**src/rtl/core/hrle_pkg.sv**
```systemverilog
// Shared types, codes and constants of the RGBE run-length scanline decoder.
// No dependencies; used by every module of the block.
package hrle_pkg;

  localparam int MaxWidthDefault = 32767;
  localparam logic [14:0] ScanWidthReset = 15'd1024;
  localparam int MaxBurst  = 4;   // most words one byte can cause
  localparam int BufDepth  = 5;   // one waiting word plus a full burst
  localparam int CntW      = $clog2(BufDepth + 1);

  // line mode
  localparam logic [1:0] MODE_HEADER = 2'd0;
  localparam logic [1:0] MODE_RLE    = 2'd1;
  localparam logic [1:0] MODE_FLAT   = 2'd2;

  // packet phase
  localparam logic [1:0] PH_COUNT   = 2'd0;
  localparam logic [1:0] PH_RUNVAL  = 2'd1;
  localparam logic [1:0] PH_LITERAL = 2'd2;

  // error codes
  localparam logic [1:0] ERR_NONE     = 2'd0;
  localparam logic [1:0] ERR_OVERRUN  = 2'd1;
  localparam logic [1:0] ERR_ZERO_LIT = 2'd2;

  localparam logic [1:0] LAST_PLANE = 2'd3;
  localparam logic [7:0] RLE_MARK   = 8'd2;
  localparam logic [7:0] RUN_BASE   = 8'd128;

  typedef struct packed {
    logic        write_valid;
    logic [1:0]  channel;
    logic [14:0] x_start;
    logic [6:0]  run_length;
    logic [7:0]  value;
    logic        line_done;
    logic        last_of_burst;
    logic [1:0]  error_code;
  } res_t;

  // words pushed into the output buffer by one accepted byte
  typedef struct packed {
    logic [2:0]        n;
    res_t [MaxBurst-1:0] res;
  } push_t;

  typedef struct packed {
    logic [1:0]  hcnt;
    logic [1:0]  mode;
    logic [1:0]  phase;
    logic [14:0] pos;
    logic [1:0]  plane;
    logic [7:0]  rem;
  } st_t;

  localparam st_t ST_CLEAR = '{hcnt: 2'd0, mode: MODE_HEADER, phase: PH_COUNT,
                               pos: 15'd0, plane: 2'd0, rem: 8'd0};

  function automatic res_t mk_res(logic wv, logic [1:0] ch, logic [14:0] x,
                                  logic [6:0] len, logic [7:0] val, logic done,
                                  logic last, logic [1:0] err);
    res_t r;
    r.write_valid   = wv;
    r.channel       = ch;
    r.x_start       = x;
    r.run_length    = len;
    r.value         = val;
    r.line_done     = done;
    r.last_of_burst = last;
    r.error_code    = err;
    return r;
  endfunction

endpackage

```
**src/rtl/core/hrle_decode.sv**
```systemverilog
// Line/packet state and per-byte decode of the scanline decoder.
// Depends on hrle_pkg.
module hrle_decode import hrle_pkg::*; #(
  parameter int MaxWidth = MaxWidthDefault
) (
  input  logic        clk_i,
  input  logic        rst_ni,
  input  logic        accept_i,
  input  logic [7:0]  data_byte_i,
  input  logic        restart_i,
  input  logic [14:0] scan_width_i,
  output push_t       push_o
);

  st_t        st_q, st_d;
  logic [7:0] hdr_q [3];
  logic [7:0] hdr_d [3];

  always_comb begin
    logic [14:0] w;
    logic [7:0]  len_sel;
    logic [15:0] sum;
    logic        over, reach, hdr_ok;
    logic [1:0]  ch;
    logic [6:0]  len7;
    w       = (scan_width_i == 15'd0) ? 15'd1 : scan_width_i;
    st_d    = st_q;
    hdr_d   = hdr_q;
    push_o  = '0;
    ch      = st_q.plane;
    case (st_q.phase)
      PH_COUNT:  len_sel = data_byte_i;
      PH_RUNVAL: len_sel = st_q.rem;
      default:   len_sel = 8'd1;
    endcase
    if (st_q.mode == MODE_FLAT) len_sel = 8'd1;
    sum    = {1'b0, st_q.pos} + {8'd0, len_sel};
    over   = sum > {1'b0, w};
    reach  = sum >= {1'b0, w};
    len7   = len_sel[6:0];
    hdr_ok = (hdr_q[0] == RLE_MARK) && (hdr_q[1] == RLE_MARK) &&
             ({hdr_q[2][6:0], data_byte_i} == w) && (hdr_q[2][7] == 1'b0) &&
             (w >= 15'd8) && ({17'd0, w} <= 32'(MaxWidth));

    if (accept_i) begin
      if (restart_i) begin
        st_d = ST_CLEAR;
      end else begin
        case (st_q.mode)
          MODE_HEADER: begin
            if (st_q.hcnt != 2'd3) begin
              hdr_d[st_q.hcnt] = data_byte_i;
              st_d.hcnt = st_q.hcnt + 2'd1;
            end else if (hdr_ok) begin
              st_d.hcnt  = 2'd0;
              st_d.mode  = MODE_RLE;
              st_d.phase = PH_COUNT;
              st_d.pos   = 15'd0;
              st_d.plane = 2'd0;
            end else begin
              // flat line: header bytes are pixel 0
              push_o.n = 3'd4;
              for (int k = 0; k < MaxBurst - 1; k++) begin
                push_o.res[k] = mk_res(1'b1, 2'(k), 15'd0, 7'd1, hdr_q[2'(k)], 1'b0, 1'b0,
                                       ERR_NONE);
              end
              push_o.res[3] = mk_res(1'b1, LAST_PLANE, 15'd0, 7'd1, data_byte_i,
                                     w == 15'd1, 1'b1, ERR_NONE);
              if (w == 15'd1) begin
                st_d = ST_CLEAR;
              end else begin
                st_d.hcnt  = 2'd0;
                st_d.mode  = MODE_FLAT;
                st_d.pos   = 15'd1;
                st_d.plane = 2'd0;
              end
            end
          end
          MODE_FLAT: begin
            push_o.n = 3'd1;
            st_d.plane = st_q.plane + 2'd1;
            if (st_q.plane == LAST_PLANE) begin
              st_d.pos = sum[14:0];
              if (reach) st_d = ST_CLEAR;
            end
            push_o.res[0] = mk_res(1'b1, ch, st_q.pos, 7'd1, data_byte_i,
                                   (st_q.plane == LAST_PLANE) && reach, 1'b1, ERR_NONE);
          end
          MODE_RLE: begin
            case (st_q.phase)
              PH_COUNT: begin
                if (data_byte_i > RUN_BASE) begin
                  st_d.rem   = data_byte_i - RUN_BASE;
                  st_d.phase = PH_RUNVAL;
                end else if (data_byte_i == 8'd0) begin
                  st_d = ST_CLEAR;
                  push_o.n = 3'd1;
                  push_o.res[0] = mk_res(1'b0, 2'd0, 15'd0, 7'd0, 8'd0, 1'b0, 1'b1,
                                         ERR_ZERO_LIT);
                end else if (over) begin
                  st_d = ST_CLEAR;
                  push_o.n = 3'd1;
                  push_o.res[0] = mk_res(1'b0, 2'd0, 15'd0, 7'd0, 8'd0, 1'b0, 1'b1,
                                         ERR_OVERRUN);
                end else begin
                  st_d.rem   = data_byte_i;
                  st_d.phase = PH_LITERAL;
                end
              end
              default: begin
                // run/literal value: write and advance, or overrun
                if ((st_q.phase == PH_RUNVAL) && over) begin
                  st_d = ST_CLEAR;
                  push_o.n = 3'd1;
                  push_o.res[0] = mk_res(1'b0, 2'd0, 15'd0, 7'd0, 8'd0, 1'b0, 1'b1,
                                         ERR_OVERRUN);
                end else begin
                  push_o.n = 3'd1;
                  if (st_q.phase == PH_RUNVAL) begin
                    st_d.phase = PH_COUNT;
                    st_d.rem   = 8'd0;
                  end else begin
                    if (st_q.rem != 8'd0) st_d.rem = st_q.rem - 8'd1;
                    if (st_q.rem <= 8'd1) st_d.phase = PH_COUNT;
                  end
                  if (reach) begin
                    st_d.pos   = 15'd0;
                    st_d.phase = PH_COUNT;
                    st_d.rem   = 8'd0;
                    if (st_q.plane == LAST_PLANE) st_d = ST_CLEAR;
                    else st_d.plane = st_q.plane + 2'd1;
                  end else begin
                    st_d.pos = sum[14:0];
                  end
                  push_o.res[0] = mk_res(1'b1, ch, st_q.pos, len7, data_byte_i,
                                         reach && (st_q.plane == LAST_PLANE), 1'b1,
                                         ERR_NONE);
                end
              end
            endcase
          end
          default: st_d = ST_CLEAR;
        endcase
      end
    end
  end

  always_ff @(posedge clk_i or negedge rst_ni) begin
    if (!rst_ni) begin
      st_q <= ST_CLEAR;
    end else begin
      st_q <= st_d;
    end
  end

  // header bytes are always written before they are read
  always_ff @(posedge clk_i) begin
    hdr_q <= hdr_d;
  end

endmodule

```
**src/rtl/core/hrle_outbuf.sv**
```systemverilog
// Result buffer: takes a burst of up to four words, drains one per cycle while out_stall_i is low.
// Depends on hrle_pkg.
module hrle_outbuf import hrle_pkg::*; (
  input  logic  clk_i,
  input  logic  rst_ni,
  input  push_t push_i,
  output logic  full_o,
  output logic  out_valid_o,
  input  logic  out_stall_i,
  output res_t  head_o
);

  res_t           ent_q [BufDepth];
  res_t           ent_d [BufDepth];
  logic [CntW-1:0] cnt_q, cnt_d;
  logic            pop;

  assign pop         = (cnt_q != '0) && !out_stall_i;
  assign out_valid_o = cnt_q != '0;
  assign head_o      = ent_q[0];
  // room for a full burst must be there before a byte is taken
  assign full_o      = cnt_q > CntW'(BufDepth - MaxBurst);

  always_comb begin
    logic [CntW-1:0] base, off;
    base  = cnt_q - CntW'(pop);
    cnt_d = base + CntW'(push_i.n);
    for (int i = 0; i < BufDepth; i++) begin
      if (pop && (i < BufDepth - 1)) ent_d[i] = ent_q[(i + 1) % BufDepth];
      else ent_d[i] = ent_q[i];
      off = CntW'(i) - base;
      if ((CntW'(i) >= base) && ({1'b0, off} < {1'b0, CntW'(push_i.n)})) begin
        ent_d[i] = push_i.res[off[1:0]];
      end
    end
  end

  always_ff @(posedge clk_i or negedge rst_ni) begin
    if (!rst_ni) begin
      cnt_q <= '0;
    end else begin
      cnt_q <= cnt_d;
    end
  end

  always_ff @(posedge clk_i) begin
    ent_q <= ent_d;
  end

endmodule

```
**src/rtl/core/hdr_rle_scanline_decoder.sv**
```systemverilog
// Top level of the RGBE run-length scanline decoder.
// Depends on hrle_pkg, hrle_decode and hrle_outbuf.
//
// Input channel: one stream byte per word (data_byte_i, restart_i), handshake
// in_valid_i / in_stall_o. Output channel: write descriptors, handshake
// out_valid_o / out_stall_i. A word moves when valid is high and stall is low.
// Configuration: cfg_we_i writes cfg_wdata_i to scan_width; write only while
// the block is idle.
//
// Each byte is decoded in the cycle it is taken; its words are registered in a
// five-entry result buffer and show on the output behind any word still waiting
// there. Throughput is one byte per cycle as long as the receiver takes a word per
// cycle. The flat-line header byte emits four words, so the input stalls while the
// buffer drains; that burst and the buffer drain rate set the only rate limit.
// in_stall_o is high whenever more than one word is waiting, so one finished
// word may wait on a stalled receiver while the next byte is still taken.
// Reset: scan_width returns to 1024, the decoder waits for a line header and
// the buffer is emptied. restart_i drops line state the same way, no words.
module hdr_rle_scanline_decoder import hrle_pkg::*; #(
  parameter int MaxWidth = MaxWidthDefault
) (
  input  logic        clk_i,
  input  logic        rst_ni,
  input  logic        cfg_we_i,
  input  logic [14:0] cfg_wdata_i,
  input  logic        in_valid_i,
  output logic        in_stall_o,
  input  logic [7:0]  data_byte_i,
  input  logic        restart_i,
  output logic        out_valid_o,
  input  logic        out_stall_i,
  output logic        write_valid_o,
  output logic [1:0]  channel_o,
  output logic [14:0] x_start_o,
  output logic [6:0]  run_length_o,
  output logic [7:0]  value_o,
  output logic        line_done_o,
  output logic        last_of_burst_o,
  output logic [1:0]  error_code_o
);

  logic [14:0] scan_width_q;
  logic        accept;
  push_t       push;
  res_t        head;

  // configuration register
  always_ff @(posedge clk_i or negedge rst_ni) begin
    if (!rst_ni) begin
      scan_width_q <= ScanWidthReset;
    end else if (cfg_we_i) begin
      scan_width_q <= cfg_wdata_i;
    end
  end

  assign accept = in_valid_i && !in_stall_o;

  hrle_decode #(.MaxWidth(MaxWidth)) u_decode (
    .clk_i       (clk_i),
    .rst_ni      (rst_ni),
    .accept_i    (accept),
    .data_byte_i (data_byte_i),
    .restart_i   (restart_i),
    .scan_width_i(scan_width_q),
    .push_o      (push)
  );

  hrle_outbuf u_outbuf (
    .clk_i      (clk_i),
    .rst_ni     (rst_ni),
    .push_i     (push),
    .full_o     (in_stall_o),
    .out_valid_o(out_valid_o),
    .out_stall_i(out_stall_i),
    .head_o     (head)
  );

  assign write_valid_o   = head.write_valid;
  assign channel_o       = head.channel;
  assign x_start_o       = head.x_start;
  assign run_length_o    = head.run_length;
  assign value_o         = head.value;
  assign line_done_o     = head.line_done;
  assign last_of_burst_o = head.last_of_burst;
  assign error_code_o    = head.error_code;

endmodule

```
**config.mk**
```make
export PLATFORM = sky130hd
export DESIGN_NAME = hdr_rle_scanline_decoder
export DESIGN_NICKNAME = d
export VERILOG_FILES = /design/src/rtl/core/hrle_pkg.sv /design/src/rtl/core/hrle_decode.sv /design/src/rtl/core/hrle_outbuf.sv /design/src/rtl/core/hdr_rle_scanline_decoder.sv
export SDC_FILE = /design/constraint.sdc
export NUM_CORES = 1
export LEC_CHECK = 0
export CORE_UTILIZATION = 55
export CTS_BUF_LIST = sky130_fd_sc_hd__clkbuf_16
export CTS_CLUSTER_DIAMETER = 40
export CTS_CLUSTER_SIZE = 28
export DETAILED_ROUTE_END_ITERATION = 7
export DONT_BUFFER_PORTS = 1
export PLACE_DENSITY_LB_ADDON = 0.25
export SLEW_MARGIN = 40
export SYNTH_ARGS = -nofsm -noshare
export SYNTH_HDL_FRONTEND = slang
export SYNTH_SLANG_ARGS = --single-unit
```
**constraint.sdc**
```tcl
create_clock -name clk_i -period 9.8 [get_ports clk_i]
set_input_delay 0.98 -clock clk_i [delete_from_list [all_inputs] [get_ports clk_i]]
set_output_delay 0.98 -clock clk_i [all_outputs]
set_load 0.005 [all_outputs]
```
==> results.txt, run 1 <==
- Met3 wire len: 3400 um
* Upper clock frequency limit: between 0.1 and 0.15 GHz
* Clk pwr share: 22.9%
- The number of global-route vias before repair came to 9497.
* Remaining antenna violation count: 0
- Seq/Total Area, Yosys: 54.3%
* Post-synth net total: 1323
- Overall via count from detail_route: 9942
* Switching part of the total: 38.1%
- Met2 routed WL: between 15000 and 20000 um
- The flow ran to the end, and the final reports show no timing, DRC or antenna violations.
- The cell area that synthesis handed to floorplanning was about 14000 um^2.
- In this run the worst path has a maximum fanout of 10.
- Switching power of the nets: 2.09 mW
* Maxcap violations: 0
* Pint: 3.39 mW
- Die span in y: around 160 um
- Area of the core region: 24500 um^2
* Worst min path class: primary input to asynchronous set/reset pin
- Crit-path most repeated cell: ha_1
- Setup TNS Final: 0 ns
* Die outline width: 161 um
- Detailed Route WL: 35500 um
* Setup Skew: 0.0332 ns
* Worst EP arrival: 8.68 ns
- Signal routing reaches up to met4.
- In the synthesized netlist, the number of instances is 1246.
- Total inserted antenna cells: 0
- Measured against its own limit, the worst slew margin works out to 40.0%.
- Once the floorplan was initialized, standard cells occupied a little under three fifths of the core.
- On the critical path, the stage with the largest delay is an instance of nor3_1.
* DRT iter0 DRCs: around 1.4k
* Setup violations, final: 0
- In this run the mean area of a mapped cell was roughly 11 um^2.
* Clock tree root buffer cell: clkbuf_16
- Fin crit period: between 8 and 9 ns
- Setup bufs post-CTS: 0
- Among all flip-flop cells after synthesis, the most frequent one is edfxtp_1.
* Overall die area: 25800 um^2
- Comb power frac: 38.3%
- For this design the ratio of total power to cell area is between 300 and 400 nW/um^2.
- Top library cells by usage in the layout, fill and taps aside: 209 x edfxtp_1, 139 x nand2_1, 75 x nor2_1, 69 x o21ai_0, 58 x inv_1
* TritonCTS clock tree: done
* Worst stage delay on the critical path: 0.64 ns
- Across all hold checks on the routed design, the worst slack comes to 0.156 ns.
- Ratio of cells with drive above 1 in the final layout: 11.9%
* Post-synth cell types: 86
* Clock latency on the worst-skew pair: 0.53 ns
* Total routed wire length on the met1 layer: 15800 um
- CTS built an H-tree with a depth of 2.
- Setup repair after global routing left no endpoint under its margin.
- In this run the cell area measured after placement is 13800 um^2.
- Clock tree synthesis inserted a total of 35 buffers.
- For this design the top-level I/O count stands at slightly below 70.
- Standard-cell row count: 57
- CTS saw 258 sinks.
* Number of warnings printed during yosys synthesis: 0
- In this run the register-to-register setup slack is 1.52 ns.
- The library cell used most frequently in the layout, excluding fill and tap cells, is edfxtp_1.
- Number of optimization iterations in the first detailed-route pass: 5
- Period utilization: 84.5%
* Transition time at the pin with the least slew margin: 0.894 ns
* Net count of the finished layout: roughly 1.3k
- The finished cells cover between 10000 and 15000 um^2.
- For this design the static power due to leakage is 5.65 nW.
- Fraction of registers with async set or reset after synthesis: 19.0%
- Once detailed placement completed, the half-perimeter wirelength came to 23500 um.
- In the routed layout, each cell is associated on average with a via count of 6.46.
* VDD IR max: 0.190 mV
- In this run, synthesis produced a sequential element count of ~260.
- Of the total power, registers draw 38.9%.
* DRC violations left: 0
- The critical path is of the flip-flop to flip-flop type.
- Syn-to-layout area delta: 8.42%
* Final Hold Vio Count: 0
- Buffers placed on the I/O ports in this run total 0.
* DR WL/cell: 23.0 um
* Total overflow reported by the global router: 0
- Worst path required time: just over 10 ns
- Quantity of gates resized following cts: 0
- After clock tree synthesis, the clock-pin slew on the worst setup and hold paths is 0.06 ns.
- Counting flops with a built-in enable in the synthesized netlist gives 209.
- The initial antenna violation count was 0.
* Critical Path Source Type: flip-flop
* Total track usage: 27.9%
* Global-route wire length before repair: 55400 um
- The number of pins with negative max-slew slack in the final report was 0.
- Element type at the critical path end: flip-flop
- After clock tree synthesis, the flow added hold-fix buffers numbering 0.
* Maximum number of pins on one net before global-route repair: 50
- Last weighted congestion value of the routability-driven placer: 0.971
- The clock passes through at most 3 buffers.
## cell type report
type,instances,area [um^2]
fill,1928,9470
sequential,258,7500
multi-input combinational,815,5530
clock buffer,35,876
tap,324,405
clock inverter,29,297
inverter,61,229
timing repair buffer,18,154
## metrics by stage
step,setup slack [ns],power (mW),cells,utilization [%]
2_1_floorplan,0.650,3.69,1246,-
4_1_cts,1.49,5.45,1539,61.2
3_3_place_gp,1.67,4.12,1475,56.4
6_report,1.52,5.48,1540,61.3
3_5_place_dp,1.51,4.19,1475,56.4
5_1_grt,0.880,5.75,1540,61.3
## power by group through the flow
stage / sequential (mW) / combinational (mW) / clock, mW
after floorplan: 2.08 / 1.60 / 0
after global placement: 2.13 / 1.99 / 0
after detailed placement: 2.14 / 2.05 / 0
after CTS: 2.13 / 2.06 / 1.26
after global routing: 2.17 / 2.27 / 1.31
final: 2.13 / 2.10 / 1.25
## state kept, by name (all words and copies together) (netlist names)
| name | count |
|---|---|
| u_outbuf.ent_q | 148 |
| u_outbuf.head_o | 37 |
| u_decode.st_q | 31 |
| u_decode.hdr_q | 24 |
| scan_width_q | 15 |
| u_outbuf.cnt_q | 3 |
## path summary, 6_finish.rpt
| kind | from | endpoint | depth (start not counted) |
|---|---|---|---|
| setup reg to reg | u_decode.st_q[28]$_DFFE_PN0P_ | u_outbuf.ent_q[129]$_DFFE_PP_ | 27 |
| hold / removal | rst_ni | u_outbuf.cnt_q[0]$_DFF_PN0_ | 0 |
| hold reg to reg | u_outbuf.ent_q[59]$_DFFE_PP_ | u_outbuf.ent_q[96]$_DFFE_PP_ | 2 |
| setup / recovery | u_decode.st_q[28]$_DFFE_PN0P_ | u_outbuf.ent_q[129]$_DFFE_PP_ | 27 |
| min in group clk_i | u_outbuf.ent_q[59]$_DFFE_PP_ | u_outbuf.ent_q[96]$_DFFE_PP_ | 2 |
| max in group asynchronous | rst_ni | scan_width_q[10]$_DFFE_PN1P_ | 0 |
## worst max-delay path, delay by kind of cell, from the launching register on
| kind | cells | cell delay (ns) |
|---|---|---|
| adders and majority gates | 4 | 1.09 |
| DFF | 1 | 0.45 |
| buffers and inverters | 4 | 0.66 |
| AOI/OAI and AO/OA | 10 | 3.11 |
| and+or+nand+nor | 8 | 2.65 |
| xor gates and xnor gates | 1 | 0.19 |
## cells in the mapped netlist, types with 13 or more instances
library cell	count	area share, %
mux2_2	30	2.4
mux2i_1	13	0.94
xnor2_1	17	1.1
inv_1	58	1.6
nand2_1	139	3.8
xor2_1	15	0.95
dfrtp_1	48	8.7
nor3_1	24	0.87
a22o_1	56	3.5
o31ai_1	31	1.7
buf_4	37	2.0
and2_1	23	1.0
nand3_1	23	0.83
edfxtp_1	209	45
a21oi_1	49	1.8
nor2_1	75	2.0
a31oi_1	19	0.86
ha_1	46	4.2
o21ai_0	70	2.5
clkbuf_1	58	1.6
## metal layers
metal  track usage (%)  vias up
li1                  -     4516
met3              5.68       64
met4              8.48        0
met2              41.5      576
met5                 0        -
met1              41.2     4786
## logic make-up after synthesis
| logic type | synth area share [%] |
|---|---|
| multiplexers | 3.55 |
| buffers and inverters | 6.02 |
| XOR/XNOR | 2.03 |
| adder cells (fa/ha/maj) | 4.45 |
| AO/OA/AOI/OAI | 17.0 |
| flip-flops | 54.3 |
| AND/OR/NAND/NOR | 12.7 |
Power figures use the tool's default switching activity.
==> run 2: changes to the inputs <==
clock period = 8.7 ns   (was 9.8 ns; I/O delays follow)
==> run 2 against run 1 <==
Wire length is 0.17% higher. Critical path type unchanged. Largest power group unchanged. Clock skew is 0.0096 ns lower. Final cell count is 0.32% higher. Critical endpoint is now u_outbuf.head_o[31]$_DFFE_PP_. Largest cell class unchanged.
==> results.txt, run 2 (synthesized netlist as in run 1, its figures left out) <==
* Critical Path Source Type: flip-flop (unchanged)
- The top-level port count was 68 (unchanged).
- Upper clock frequency limit: 0.126 GHz (was 0.121 GHz)
* Element type at the critical path end: flip-flop (unchanged)
* Max FFs per register: 148 (unchanged)
- The routed via count divided by cell count was 6.46 (about the same).
- The count of final setup violators is 0 (unchanged).
- The number of buffers inserted during clock tree synthesis was 37 (was 35).
- Number of sinks on the clock net: 258 (unchanged)
- Number of optimization iterations in the first detailed-route pass: 5 (unchanged)
- The ratio of total power to cell area was 413 nW/um^2 (was 365 nW/um^2).
* Total inserted antenna cells: 0 (unchanged)
- The kind of critical path was flip-flop to flip-flop (unchanged).
- Top library cells by usage in the layout, fill and taps aside: 209 x edfxtp_1, 139 x nand2_1, 75 x nor2_1, 69 x o21ai_0, 59 x inv_1 (was 209 x edfxtp_1, 139 x nand2_1, 75 x nor2_1, 69 x o21ai_0, 58 x inv_1).
- Detailed Route WL: 35500 um (about the same)
- Final Hold Vio Count: 0 (unchanged)
* Quantity of gates resized following cts: 0 (unchanged)
- The worst hold path class was primary input to asynchronous set/reset pin (unchanged).
- Die outline width: 161 um (unchanged)
- Clock tree root buffer cell: clkbuf_16 (unchanged)
- FF-to-FF setup slack: 0.79 ns (was 1.52 ns)
- The routed via count came to 9985 (was 9942).
* Crit-path most repeated cell: buf_4 (was ha_1)
- The reg-to-reg critical path endpoint was u_outbuf.head_o[31]$_DFFE_PP_ (was u_outbuf.ent_q[129]$_DFFE_PP_).
* Overall die area: 25800 um^2 (unchanged)
* Worst slew margin relative to its limit: 40.2% (was 40.0%)
* Cell type group with the largest total delay on the critical path: simple AND/OR/NAND/NOR gates (was compound AO/OA/AOI/OAI gates)
- Result of the run: complete, no violations (unchanged)
- The peak ir drop on the vdd network is 0.256 mV (was 0.190 mV).
- Die span in y: 161 um (unchanged)
- The HPWL after detailed placement came to 24200 um (was 23500 um).
* Hold-fix buffers, CTS: 0 (unchanged)
- Area of the core region: 24500 um^2 (unchanged)
- Fin crit period: 7.91 ns (was 8.28 ns)
- The clock edge transition at the registers on the reported setup and hold paths is 0.06 ns (about the same).
- Non-Filler Cell Area, Final: 15100 um^2 (was 15000 um^2)
- The aggregate global routing overflow is 0 (unchanged).
- The setup clock skew after layout was 0.0235 ns (was 0.0332 ns).
- The register with the most flip-flops is u_outbuf.ent_q (unchanged).
* Depth of the worst register-to-register path: 27 (unchanged)
- The biggest cell delay along the critical path is 0.58 ns (was 0.64 ns).
- The worst path buffer plus inverter count came to 6 (was 4).
- The initial DRC count came to 1180 (was 1415).
- Syn-to-layout area delta: 8.89% (was 8.42%)
* Transition time at the pin with the least slew margin: 0.890 ns (was 0.894 ns)
* Remaining antenna violation count: 0 (unchanged)
* Startpoint of the lowest-slack register-to-register path: u_decode.st_q[28]$_DFFE_PN0P_ (unchanged)
- Last weighted congestion value of the routability-driven placer: 0.902 (was 0.971)
* Standard-cell row count: 57 (unchanged)
- The data required time of the worst path is 8.86 ns (was 10.20 ns).
- The cell area after placement is 13800 um^2 (about the same).
- The critical-path cell with the highest stage delay is a211oi_1 (was nor3_1).
- The number of pins with negative max-slew slack in the final report is 0 (unchanged).
- The quantity of I/O buffers inserted on ports came to 0 (unchanged).
* Maxcap violations: 0 (unchanged)
- Ratio of cells with drive above 1 in the final layout: 12.0% (was 11.9%)
- The global-route usage over all layers was 28.0% (was 27.9%).
* DRC violations left: 0 (unchanged)
* Setup bufs post-CTS: 0 (unchanged)
- Most common cell after layout, fill and taps aside: edfxtp_1 (unchanged)
* Total of fill cells in the finished design: 1911 (was 1928)
- The global-route wire length before repair is 56000 um (was 55400 um).
- The clock tree from TritonCTS was done (unchanged).
* DR WL/cell: 23.0 um (about the same)
* Worst EP arrival: 8.07 ns (was 8.68 ns)
- The depth of the CTS H-tree was 2 (unchanged).
* Period utilization: 90.9% (was 84.5%)
- Setup TNS Final: 0 ns (unchanged)
- Clock latency on the worst-skew pair: 0.52 ns (was 0.53 ns)
- Maximum number of pins on one net before global-route repair: 50 (unchanged)
* Static Leakage: 5.70 nW (was 5.65 nW)
- The number of global-route vias before repair came to 9732 (was 9497).
- Maximum buffer depth of the clock tree: 3 (unchanged)
- The initial core utilization came to 56.5% (unchanged).
- Net count of the finished layout: 1269 (was 1266)
* Initial antenna violation count: 0 (unchanged)
* Worst-path fanout max: 37 (was 10)
* RSZ-0062 raised after global routing: false (unchanged)
[run 2: metrics by stage]
step | cells | utilization, % | hold slack (ns) | power (mW) | setup slack (ns)
after CTS | 1545 | 61.5 | 0.0446 | 6.20 | 0.836
after global routing | 1545 | 61.5 | 0.0440 | 6.54 | 0.0711
final | 1545 | 61.5 | 0.0618 | 6.22 | 0.795
after detailed placement | 1477 | 56.5 | 0.504 | 4.71 | 0.845
after floorplan | 1246 | - | 0.482 | 4.15 | 0.917
after global placement | 1477 | 56.5 | 0.498 | 4.63 | 0.964
[run 2: routing by layer]
layer	vias to the layer above	track usage (%)	wire length [um]	share of wire, %
li1	4535	-	-	-
met5	-	0	0	0
met2	538	42.9	16000	45
met4	0	8.10	774	2.2
met3	54	5.48	3320	9.3
met1	4858	40.6	15400	43
[run 2: power breakdown]
part | switching [mW] | internal, mW | total [mW]
registers | 0.212 | 2.19 | 2.41
logic | 1.54 | 0.806 | 2.34
clock network | 0.585 | 0.890 | 1.48
[run 2: layout make-up]
cell class	count	area (um^2)	area share (%)
inverters	61	229	1.52
clock buffers	39	976	6.48
multi-input cells	815	5540	36.8
clock inverters	29	250	1.66
well taps	324	405	2.69
repair buffers	19	155	1.03
flip-flops and latches	258	7500	49.8
[run 2: how the worst max path moves through the flow]
| stage | startpoint | endpoint | cells past startpoint |
|---|---|---|---|
| final | u_decode.st_q[28]$_DFFE_PN0P_ | u_outbuf.head_o[31]$_DFFE_PP_ | 27 |
| after global routing | u_decode.st_q[28]$_DFFE_PN0P_ | u_outbuf.ent_q[90]$_DFFE_PP_ | 26 |
| after CTS | u_decode.st_q[28]$_DFFE_PN0P_ | u_outbuf.head_o[10]$_DFFE_PP_ | 27 |
| after detailed placement | data_byte_i[1] | u_outbuf.head_o[31]$_DFFE_PP_ | 26 |
| after global placement | data_byte_i[1] | u_outbuf.head_o[31]$_DFFE_PP_ | 26 |
| after floorplan | data_byte_i[1] | u_outbuf.ent_q[0]$_DFFE_PP_ | 24 |
==> run 3: changes to the inputs <==
clock period = 9.55 ns   (was 8.7 ns; I/O delays follow)
==> run 3 against run 2 <==
Maximum frequency decreased by 7.0%. Register-to-register slack gained 0.25 ns. Final cell count decreased by 0.65%. Design area fell by 0.11%. Global-route usage shrank 0.094 points. Combinational power fell by 8.5%. Non-clock buffer count is 4 lower. Critical path depth down 1. Sequential share of layout area is 0.054 points higher. Largest cell class unchanged. Largest power group unchanged.
==> results.txt, run 3 (synthesized netlist as in run 1, its figures left out) <==
- The global-route usage over all layers is 28.0% (about the same).
* Die outline width: 161 um (unchanged)
- Input/output buffers: 0 (unchanged)
- The element type at the critical path start is a flip-flop (unchanged).
- Standard-cell row count: 57 (unchanged)
- DRC violations left: 0 (unchanged)
- Static Leakage: 5.69 nW (was 5.70 nW)
- Initial Utilization: 56.5% (unchanged)
* Worst slew margin relative to its limit: 42.9% (was 40.2%)
- The arrival time reported for the critical path endpoint came to 8.71 ns (was 8.07 ns).
- FF-to-FF End: u_outbuf.ent_q[118]$_DFFE_PP_ (was u_outbuf.head_o[31]$_DFFE_PP_)
- The peak ir drop on the vdd network is 0.216 mV (was 0.256 mV).
- Register bank with the most flops: u_outbuf.ent_q (unchanged)
- The number of pins with negative max-slew slack in the final report came to 0 (unchanged).
* Clock transition at the registers of the reported paths: 0.06 ns (about the same)
- The number of fill cells in the layout is 1912 (was 1911).
- TritonCTS clock tree: done (unchanged)
- The pin count of the biggest net entering global routing was 50 (unchanged).
* Total inserted antenna cells: 0 (unchanged)
- The share of final-layout standard cells stronger than drive strength 1 was 11.6% (was 12.0%).
- The worst reg-to-reg setup slack is 1.05 ns (was 0.79 ns).
* Total clock buffers created by CTS: 35 (was 37)
- Worst setup path start: u_decode.st_q[28]$_DFFE_PN0P_ (unchanged)
- The initial DRC count is 1189 (was 1180).
- Total overflow reported by the global router: 0 (unchanged)
- Maximum buffer depth of the clock tree: 3 (unchanged)
- RSZ-0062 raised after global routing: false (unchanged)
- The worst hold slack came to 0.131 ns (was 0.0618 ns).
* Remaining antenna violation count: 0 (unchanged)
- The post-route fraction of the period consumed by the critical path is 89.0% (was 90.9%).
- Area of the core region: 24500 um^2 (unchanged)
* Setup violations, final: 0 (unchanged)
* Category of the most critical setup path: flip-flop to flip-flop (unchanged)
- The clock tree root buffer cell was clkbuf_16 (unchanged).
- The sort of element at the end of the critical path is a flip-flop (unchanged).
- The post-CTS setup repair buffer count was 0 (unchanged).
- Pwr dens: 380 nW/um^2 (was 413 nW/um^2)
* Worst path required time: 9.76 ns (was 8.86 ns)
* Detailed Route WL: 35800 um (was 35500 um)
* Net count of the finished layout: 1263 (was 1269)
- The most common cell after layout, fill and taps aside is edfxtp_1 (unchanged).
- Worst min path class: primary input to asynchronous set/reset pin (unchanged)
- Upper clock frequency limit: 0.118 GHz (was 0.126 GHz)
- Syn-to-layout area delta: 8.77% (was 8.89%)
- The number of global-route vias before repair is 9594 (was 9732).
- Overall via count from detail_route: 10.1k (was 9985)
* Worst-path fanout max: 38 (was 37)
- The clock period minus final worst setup slack is 8.50 ns (was 7.91 ns).
- The cell depth of the worst flop-to-flop path was 26 (was 27).
* Worst setup path endpoint: u_outbuf.ent_q[118]$_DFFE_PP_ (was u_outbuf.head_o[31]$_DFFE_PP_)
- Detailed-route vias per instance: 6.55 (was 6.46)
* Global-route wire length before repair: 55300 um (was 56000 um)
- The number of cells upsized or downsized after cts is 0 (unchanged).
* Top library cells by usage in the layout, fill and taps aside: 209 x edfxtp_1, 139 x nand2_1, 75 x nor2_1, 70 x o21ai_0, 60 x inv_1 (was 209 x edfxtp_1, 139 x nand2_1, 75 x nor2_1, 69 x o21ai_0, 59 x inv_1)
- Clock latency on the worst-skew pair: 0.54 ns (was 0.52 ns)
- Max FFs per register: 148 (unchanged)
- The mean routed wirelength per cell was 23.3 um (was 23.0 um).
- The hold violation count in the final report came to 0 (unchanged).
- Last weighted congestion value of the routability-driven placer: 0.907 (was 0.902)
- Initial antenna violation count: 0 (unchanged)
- Top-level I/O count: 68 (unchanged)
- Result of the run: complete, no violations (unchanged).
- Maxcap violations: 0 (unchanged)
- The actual transition at the worst max-transition pin came to 0.847 ns (was 0.890 ns).
- Setup Skew: 0.0370 ns (was 0.0235 ns)
- Maximum level of the CTS H-tree: 2 (unchanged)
- Overall die area: 25800 um^2 (unchanged)
* Number of sinks on the clock net: 258 (unchanged)
* Setup TNS Final: 0 ns (unchanged)
* Hold-fix buffers, CTS: 0 (unchanged)
- The die span in y came to 161 um (unchanged).
* Startpoint of the lowest-slack register-to-register path: u_decode.st_q[28]$_DFFE_PN0P_ (unchanged)
- HPWL after detailed placement: 23900 um (was 24200 um)
- Number of optimization iterations in the first detailed-route pass: 8 (was 5)
[run 3: critical path: stages (launching register included)]
cell	delay, ns
dfrtp_1	0.44
nor2b_1	0.62
nor2_1	0.25
o211ai_1	0.22
ha_1	0.22
inv_1	0.06
fa_1	0.40
nor2b_1	0.23
o21ai_0	0.15
a21o_1	0.21
a211oi_1	0.63
nand3_1	0.17
xor2_1	0.22
inv_1	0.06
ha_1	0.28
nand4_1	0.11
nor4_1	0.46
a21bo_2	0.30
a31oi_1	0.65
a2111oi_0	0.19
a211oi_2	0.56
ha_1	0.29
nand2b_1	0.15
o211ai_1	0.11
a21o_2	0.48
nand2_1	0.44
buf_12	0.27
[run 3: power by group]
group	switching (mW)	internal, mW	leakage (nW)	total, mW
Clock	0.525	0.864	0.611	1.39
Combinational	1.42	0.728	2.41	2.14
Sequential	0.191	2.00	2.67	2.19
Total	2.13	3.59	5.69	5.72
[run 3: through the flow]
| step | setup slack, ns | util (%) | power, mW | std cells | area, um^2 |
|---|---|---|---|---|---|
| 3_5_place_dp | 1.26 | 56.4 | 4.31 | 1473 | 13800 |
| 2_1_floorplan | 0.425 | - | 3.78 | 1246 | 13800 |
| 5_1_grt | 0.482 | 61.5 | 6.01 | 1535 | 15000 |
| 6_report | 1.05 | 61.5 | 5.72 | 1535 | 15000 |
| 4_1_cts | 1.18 | 61.4 | 5.70 | 1535 | 15000 |
| 3_3_place_gp | 1.39 | 56.3 | 4.23 | 1473 | 13800 |
[run 3: layer usage]
layer	up-vias	routed length, um	share of wire (%)	track usage [%]
li1	4499	-	-	-
met1	4914	15200	43	39.9
met2	560	15700	44	41.5
met3	79	3720	10	7.28
met4	0	1070	3.0	9.44
met5	-	0	0	0
[run 3: area by class of cell]
class | instances | area [um^2] | share of cell area [%]
sequential | 258 | 7500 | 49.9
multi-input combinational | 815 | 5530 | 36.8
clock buffer | 36 | 901 | 5.99
tap | 324 | 405 | 2.70
clock inverter | 26 | 342 | 2.27
inverter | 61 | 229 | 1.52
timing repair buffer | 15 | 125 | 0.832
[run 3: worst min-delay path by stage]
stage / start / to / slack [ns] / cells after the start
2_1_floorplan: scan_width_q[0]$_DFFE_PN0P_ / scan_width_q[0]$_DFFE_PN0P_ / 0.48 / 1
3_3_place_gp: u_outbuf.ent_q[62]$_DFFE_PP_ / u_outbuf.ent_q[99]$_DFFE_PP_ / 0.50 / 2
3_5_place_dp: u_outbuf.ent_q[63]$_DFFE_PP_ / u_outbuf.ent_q[100]$_DFFE_PP_ / 0.51 / 2
4_1_cts: rst_ni / u_decode.st_q[17]$_DFFE_PN0P_ / 0.12 / 0
5_1_grt: rst_ni / u_decode.st_q[17]$_DFFE_PN0P_ / 0.11 / 0
6_report: rst_ni / u_decode.st_q[17]$_DFFE_PN0P_ / 0.13 / 0
